### config.mk
export PLATFORM = sky130hd
export DESIGN_NAME = smsof_ctrl
export DESIGN_NICKNAME = d
export VERILOG_FILES = /design/src/hdl/smsof_pkg.sv /design/src/hdl/smsof_ctrl.sv
export SDC_FILE = /design/constraint.sdc
export NUM_CORES = 1
export LEC_CHECK = 0
export BUFFER_PORTS_ARGS = -buffer_cell sky130_fd_sc_hd__buf_2
export CAP_MARGIN = 20
export CORE_AREA = 2 2 39 41
export DETAILED_ROUTE_END_ITERATION = 16
export DIE_AREA = 0 0 41 43
export GPL_TIMING_DRIVEN = 0
export MAX_ROUTING_LAYER = met4
export PLACE_DENSITY = 0.73
export SYNTH_ARGS = -nofsm -noshare
export SYNTH_HDL_FRONTEND = slang
export SYNTH_SLANG_ARGS = --single-unit
export TNS_END_PERCENT = 100
### constraint.sdc
create_clock -name clk -period 1.4 [get_ports clk]
set_clock_uncertainty 0.15 [all_clocks]
set_input_delay 0.14 -clock clk [delete_from_list [all_inputs] [get_ports clk]]
set_output_delay 0.14 -clock clk [all_outputs]
set_load 0.005 [all_outputs]
### src/hdl/smsof_pkg.sv
// Shared types for the segment mean and sigma clipping filter.
// Holds the channel item structs, the controller/datapath command and status structs
// and the register index codes. No dependencies.
package smsof_pkg;

	typedef struct packed {
		logic signed [15:0] sample;
		logic               end_of_set;
	} smp_t;

	typedef struct packed {
		logic signed [24:0] fluctuation;
		logic signed [23:0] segment_mean;
		logic signed [23:0] running_min;
		logic signed [23:0] running_max;
		logic               last_of_run;
		logic               status;
	} res_t;

	typedef struct packed {
		logic accept;
		logic acc;
		logic fin_start;
		logic fin_var;
		logic fin_rhs;
		logic fin_mean;
		logic em_d;
		logic em_sq;
		logic put_res;
		logic put_stat;
		logic idx_inc;
		logic clr_part;
		logic end_set;
	} cmd_t;

	typedef struct packed {
		logic full;
		logic eos;
		logic seen;
		logic div_done;
		logic out_free;
		logic last_idx;
	} stat_t;

	localparam logic REG_SEG_LEN = 1'b0;
	localparam logic REG_SIGMA   = 1'b1;

	localparam logic [5:0] SEG_LEN_RESET = 6'd32;
	localparam logic [7:0] SIGMA_RESET   = 8'd32;

endpackage

### src/hdl/smsof_ctrl.sv
// Controller state machine of the segment filter.
// Sequences sample intake, segment statistics, result emission and set end.
// Depends on smsof_pkg.
module smsof_ctrl import smsof_pkg::*; (
	input  logic  clk,
	input  logic  arst_n,
	input  logic  smp_valid,
	input  logic  len_wr,
	input  stat_t stat,
	output logic  smp_stall,
	output cmd_t  cmd
);

	typedef enum logic [3:0] {
		S_IDLE,
		S_ACC,
		S_FIN_START,
		S_FIN_VAR,
		S_FIN_RHS,
		S_FIN_DIV,
		S_EM_RD,
		S_EM_D,
		S_EM_SQ,
		S_EM_PUT,
		S_STAT_PUT
	} state_t;

	state_t state_q;

	assign smp_stall = (state_q != S_IDLE);

	always_comb begin
		cmd = '0;
		unique case (state_q)
			S_IDLE: begin
				cmd.accept   = smp_valid;
				cmd.clr_part = len_wr;
			end
			S_ACC: begin
				cmd.acc     = 1'b1;
				cmd.end_set = !stat.full && stat.eos && stat.seen;
			end
			S_FIN_START: cmd.fin_start = 1'b1;
			S_FIN_VAR:   cmd.fin_var   = 1'b1;
			S_FIN_RHS:   cmd.fin_rhs   = 1'b1;
			S_FIN_DIV:   cmd.fin_mean  = stat.div_done;
			S_EM_RD:     cmd = '0;
			S_EM_D:      cmd.em_d      = 1'b1;
			S_EM_SQ:     cmd.em_sq     = 1'b1;
			S_EM_PUT: begin
				cmd.put_res = stat.out_free;
				if (stat.out_free) begin
					if (stat.last_idx) begin
						cmd.end_set  = stat.eos;
						cmd.clr_part = !stat.eos;
					end else begin
						cmd.idx_inc = 1'b1;
					end
				end
			end
			S_STAT_PUT: begin
				cmd.put_stat = stat.out_free;
				cmd.end_set  = stat.out_free;
			end
			default: cmd = '0;
		endcase
	end

	always_ff @(posedge clk or negedge arst_n) begin
		if (!arst_n) begin
			state_q <= S_IDLE;
		end else begin
			unique case (state_q)
				S_IDLE: begin
					if (smp_valid) state_q <= S_ACC;
				end
				S_ACC: begin
					if (stat.full) state_q <= S_FIN_START;
					else if (stat.eos && !stat.seen) state_q <= S_STAT_PUT;
					else state_q <= S_IDLE;
				end
				S_FIN_START: state_q <= S_FIN_VAR;
				S_FIN_VAR:   state_q <= S_FIN_RHS;
				S_FIN_RHS:   state_q <= S_FIN_DIV;
				S_FIN_DIV: begin
					if (stat.div_done) state_q <= S_EM_RD;
				end
				S_EM_RD: state_q <= S_EM_D;
				S_EM_D:  state_q <= S_EM_SQ;
				S_EM_SQ: state_q <= S_EM_PUT;
				S_EM_PUT: begin
					if (stat.out_free) begin
						if (stat.last_idx) state_q <= S_IDLE;
						else state_q <= S_EM_RD;
					end
				end
				S_STAT_PUT: begin
					if (stat.out_free) state_q <= S_IDLE;
				end
				default: state_q <= S_IDLE;
			endcase
		end
	end

endmodule

==> results.cfg, run 1 <==
[status]
status = finished, violations left
violations = setup timing

[logic_synthesis]
synth_fa_ha_area_frac = 0.02192
synth.top_cell.area_share = 0.2192
yosysMostFrequentCell = nor3_1
avgSynthCellArea_um2 = 7.026
synthXorXnorAreaFrac = 0
synth_flop_cell = dfrtp_1
syn-num-nets = 75
syn_inst = 65
synth_top_family_by_area = simple AND/OR/NAND/NOR gates
synth_compound_area_frac = 0.2384
netlist_top_cells_count = nor3_1 (11), inv_1 (6), nor2_1 (6)
synthMuxAreaShare = 0.02466
ys_async_sr_fraction = 1.000
synthDistinctLibCells = 29
syn_area_um2 = 456.7
synth-edff-count = 0
yosys.area_share.simple = 0.3808
synth_top_cells_by_area = dfrtp_1 (22%), nor3_1 (12%), nand2b_1 (5.5%)
ys_warn_count = 0
yosysSeqAreaShare = 0.2192
synth_seq_cells = 4
synth.largest_area_cell = dfrtp_1

[floorplanning]
io_pins = 24
core_um2 = 1384
dieArea_um2 = 1763
rows = 14
die_x_um = 41
start_util = 0.3300
die_h_um = 43

[drt]
drtIter0Drc = 27
antenna_left = 0
vias = 761
drtPass1Iterations = 4
via_per_inst = 5.945
wl_mm = 2.481
drc = 0
wl_per_cell_um = 19.38

[place]
gp_congestion = 0.8363
post-place-ws_ps = -172.2
port_buffers = 23
post-dp-hpwl_um = 985.2

[sta]
whs_ps = 45.82
worst_pin_slew_ps = 337.9
setup_tns_ps = -3741
final_max_slew_viol_count = 0
period_needed_ps = 1740
period_share = 1.243
report.final.hold_viol_count = 0
fmax_mhz = 574.7
slew_headroom = 0.7730
setup_violations = 18
rsz0062_at_grt = yes
setup_ws_ps = -339.9

[pwr]
p_int_w = 0.001335
clockPowerShare = 0.063
swShare = 0.4467
peakVddDrop_mv = 1.345
seqPwrFrac = 0.109
p_total_w = 0.002412
combPwrFrac = 0.828
switchingPower_w = 0.001078
powerDensity_nw_per_um2 = 2216
power_leakage_nw = 0.5026

[layout]
drive_above_1_share = 0.7054
nets = 124
regMostFlops = state_q
syn2layout_area_growth_pct = 138.4
largest_reg_flops = 4
n_antenna_cell = 0
biggestRegsByFlops = state_q (4)
post-route-util = 0.7866

[grt]
antenna_found_initial = 0
grt_pass1_vias = 710
grt_overflow = 0
grt_usage = 0.2552
grt_max_degree = 11
grt_pass1_wl_mm = 2.946

[setup_path]
worst_path_max_delay_cell = dfrtp_2
cp_cell_sequence = nand2b_4, or3_4, o221ai_2, buf_2
crit_family = simple AND/OR/NAND/NOR gates
max_stage_delay_ps = 460
ff2ff_setup_slack_ps = -270
cp.required_ps = 1110
crit_arrival_ps = 1450
end_kind = primary output
path_buf_inv = 1
path_class = reg2out
startpoint_type = register
worst-path-max-fanout = 5

[clock_network]
cts.sinks = 4
clk_latency_ps = 240
h-tree-depth = 1
cts_buffers = 3
clk_pin_slew_worst_paths_ps = 40
cts_tree = done
cts-root-buf = clkbuf_4
cts_buffer_depth = 2

[flow_run]
maxCapViolations = 0

[min_path]
hold_path_class = in2reg
path summary, 6_finish.rpt:
check	from	endpoint	cells after the start
setup reg to reg	state_q[2]	state_q[2]	6
setup / recovery	state_q[0]	cmd[0]	4
hold / removal	stat[1]	state_q[1]	2
max in group asynchronous	arst_n	state_q[3]	2
hold reg to reg	state_q[0]	state_q[1]	2
min in group asynchronous	arst_n	state_q[2]	2
power groups by stage:
stage | Clock (W) | Sequential (W) | Combinational (W)
after floorplan | 0 | 0.000204 | 0.000622
after global placement | 0 | 0.000215 | 0.000830
after detailed placement | 0 | 0.000215 | 0.000842
after CTS | 0.000152 | 0.000240 | 0.00151
after global routing | 0.000175 | 0.000270 | 0.00209
final | 0.000151 | 0.000262 | 0.00200
per-layer routing:
metal / vias to the layer above / global-route usage / wire length, um
li1: 334 / - / -
met1: 368 / 0.2671 / 916
met2: 49 / 0.4250 / 1317
met3: 10 / 0.07853 / 174
met4: 0 / 0.09333 / 73
met5: - / - / 0
placed cells by master, fill, tap and decap left out, drive strengths merged:
| cell type | Yosys | final |
|---|---|---|
| o211ai | 1 | 1 |
| o31a | 1 | 1 |
| o21ai | 3 | 3 |
| o21a | 1 | 1 |
| nand3 | 1 | 1 |
| o32ai | 2 | 2 |
| dfrtp | 4 | 4 |
| and3 | 1 | 1 |
| nand3b | 1 | 1 |
| nor2b | 3 | 3 |
| maj3 | 1 | 1 |
| nand2 | 3 | 3 |
| nor3 | 12 | 12 |
| nor2 | 6 | 6 |
| o221ai | 1 | 1 |
| dlygate4sd3 | 0 | 2 |
| a211oi | 1 | 1 |
| nor4 | 1 | 1 |
| o41a | 1 | 1 |
| clkbuf | 1 | 3 |
| or3 | 1 | 1 |
| inv | 6 | 6 |
| buf | 4 | 47 |
| mux2 | 1 | 1 |
| a311oi | 1 | 1 |
| o22ai | 1 | 1 |
| a21oi | 2 | 2 |
| nand2b | 4 | 4 |
kinds of logic (layout without fill, tap and decap cells):
family / Yosys count / count (layout)
AOI/OAI and AO/OA: 15 / 15
adders and majority gates: 1 / 1
buffers and inverters: 11 / 58
DFF: 4 / 4
muxes: 1 / 1
and+or+nand+nor: 33 / 33
through the flow:
| step | area [um2] | instances |
|---|---|---|
| 2_1_floorplan | 467.9 | 65 |
| 3_3_place_gp | 603.1 | 104 |
| 3_5_place_dp | 603.1 | 104 |
| 4_1_cts | 930.9 | 122 |
| 5_1_grt | 1089 | 128 |
| 6_report | 1089 | 128 |
final cells by class:
type,count,area (um2)
tap,16,20.02
clock buffer,3,22.52
fill,76,295.3
sequential,4,102.6
multi-input combinational,50,488.0
inverter,6,22.52
timing repair buffer,46,386.6
buffer,3,46.29
repair_timing:
| action | CTS | global route |
|---|---|---|
| pin swaps | 9 | 16 |
| endpoints found under the setup margin | 18 | 18 |
| endpoints found under the hold margin | 5 | 0 |
| resized for setup | 39 | 31 |
| hold buffers | 2 | 0 |
| cloned | 1 | 0 |
| buffers inserted | 12 | 9 |
Note: power is estimated with default switching activity, not from simulation.
==> run 2: changes to the inputs <==
--- a/config.mk
+++ b/config.mk
@@ -12,7 +12,7 @@
 export DIE_AREA = 0 0 41 43
 export GPL_TIMING_DRIVEN = 0
 export MAX_ROUTING_LAYER = met4
-export PLACE_DENSITY = 0.73
+export PLACE_DENSITY_LB_ADDON = 0.05
 export SYNTH_ARGS = -nofsm -noshare
 export SYNTH_HDL_FRONTEND = slang
 export SYNTH_SLANG_ARGS = --single-unit
==> run 2 against run 1 <==
Net effect: the flow still finishes with violations (setup timing); routed wire length fell by 34%; global-route usage fell by 3.3 points; critical path type unchanged; sequential cell count did not move; worst setup slack improved by 61 ps; sequential share of layout area rose by 1.2 points; clock power fell by 6%; hold slack got worse by 36 ps.
==> results.cfg, run 2 (synthesis results as in run 1) <==
[drt]
via_per_inst = 5.264
wl_per_cell_um = 13.04
antenna_left = 0
vias = 658
drc = 0
drtIter0Drc = 5
drtPass1Iterations = 3
wl_mm = 1.630

[layout]
final_area_um2 = 967.2
most-common-layout-cells = buf_2 (21), buf_4 (14), buf_6 (9)
layout_commonest_cell = buf_2
largest_reg_flops = 4
regMostFlops = state_q
biggestRegsByFlops = state_q (4)
n_antenna_cell = 0
nets = 121
final_cells = 125
drive_above_1_share = 0.6972
syn2layout_area_growth_pct = 111.8

[floorplanning]
die_x_um = 41
die_h_um = 43
io_pins = 24
core_um2 = 1384
dieArea_um2 = 1763
start_util = 0.3300
rows = 14

[clock_network]
h-tree-depth = 1
cts-root-buf = clkbuf_4
cts_buffers = 3
cts.sinks = 4
clk_pin_slew_worst_paths_ps = 40
clk_latency_ps = 230
cts_buffer_depth = 2
cts_tree = done

[setup_path]
worst-path-max-fanout = 4
crit_arrival_ps = 1390
path_class = reg2out
reg2reg_to = state_q[0]
cp.required_ps = 1110
reg2reg_from = state_q[3]
path_buf_inv = 2
end_kind = primary output
cp_cell_sequence = buf_8, nor3_4, nand3b_1, o221ai_2, buf_2
max_stage_delay_ps = 440
crit_cells = 5
r2r_cells = 6
startpoint_type = register
worst_path_max_delay_cell = dfrtp_2
ff2ff_setup_slack_ps = -80
crit_family = flip-flops

[pwr]
peakVddDrop_mv = 1.235
p_total_w = 0.001974
powerDensity_nw_per_um2 = 2041
power_leakage_nw = 0.4519

[sta]
final_max_slew_viol_count = 0
rsz0062_at_grt = yes
period_needed_ps = 1679
setup_violations = 18
fmax_mhz = 595.5
worst_pin_slew_ps = 269.9
report.final.hold_viol_count = 0
period_share = 1.200
slew_headroom = 0.8195
setup_ws_ps = -279.3

[status]
status = finished, violations left
violations = setup timing

[min_path]
hp-start = stat[3]
whs_path_depth = 2
hold_path_class = in2reg
hold-path-endpoint = state_q[3]

[place]
dp.cells = 104
port_buffers = 23
post-dp-hpwl_mm = 1.022
place_area_um2 = 603.1
gp_congestion = 0.7322

[grt]
antenna_found_initial = 0
grt_pass1_vias = 585
grt_max_degree = 11
grt_pass1_wl_mm = 2.628
grt_usage = 0.2219
grt_overflow = 0

[flow_run]
maxCapViolations = 0
## run 2: how the worst max path moves through the flow
stage | start | endpoint | slack, ps
after detailed placement | state_q[2] | cmd[0] | -180
after CTS | state_q[2] | cmd[0] | -330
final | state_q[3] | cmd[0] | -280
after global placement | state_q[2] | cmd[0] | -180
after global routing | state_q[1] | cmd[2] | -380
after floorplan | state_q[2] | cmd[0] | -3
## run 2: worst register-to-register path, delay by kind of cell, from the launching register on
kind / cells / cell delay [ps]
simple gates: 1 / 110
compound gates: 2 / 260
flops: 1 / 440
buf+inv: 3 / 400
## run 2: cell type report
type / count / area (um2)
multi-input cells: 50 / 462.9
clock buffers: 3 / 22.52
plain buffers: 4 / 45.04
flip-flops and latches: 4 / 102.6
fillers: 128 / 416.7
inverters: 6 / 22.52
well taps: 16 / 20.02
repair buffers: 42 / 291.5
## run 2: through the flow
stage | TNS (ps) | hold WS, ps | utilization | setup WS (ps)
6_report | -2257 | 10.26 | 0.6989 | -279.3
5_1_grt | -3564 | 26.98 | 0.6989 | -378.5
2_1_floorplan | -2.984 | -305.6 | - | -2.984
4_1_cts | -2839 | 7.114 | 0.5949 | -334.5
3_5_place_dp | -726.7 | -197.9 | 0.4358 | -180.1
3_3_place_gp | -823.3 | -204.4 | 0.4358 | -180.9
## run 2: repair_timing
item,4_1_cts,5_1_grt
buffers inserted,7,13
pin swaps,7,8
gates resized for setup,34,17
endpoints found under the setup margin,17,18
endpoints found under the hold margin,4,0
hold buffers,1,0
## run 2: metal layers
| metal | vias to the layer above | part of all wire | global-route usage |
|---|---|---|---|
| met5 | - | 0 | - |
| met4 | 0 | 0 | 0.04000 |
| met3 | 0 | 0.040 | 0.06283 |
| met2 | 17 | 0.54 | 0.3156 |
| met1 | 313 | 0.42 | 0.3117 |
| li1 | 328 | - | - |
## run 2: report_power, final
group          internal (W)  switching [W]
Combinational      0.000858       0.000723
Sequential         0.000175      0.0000759
Clock             0.0000959      0.0000465
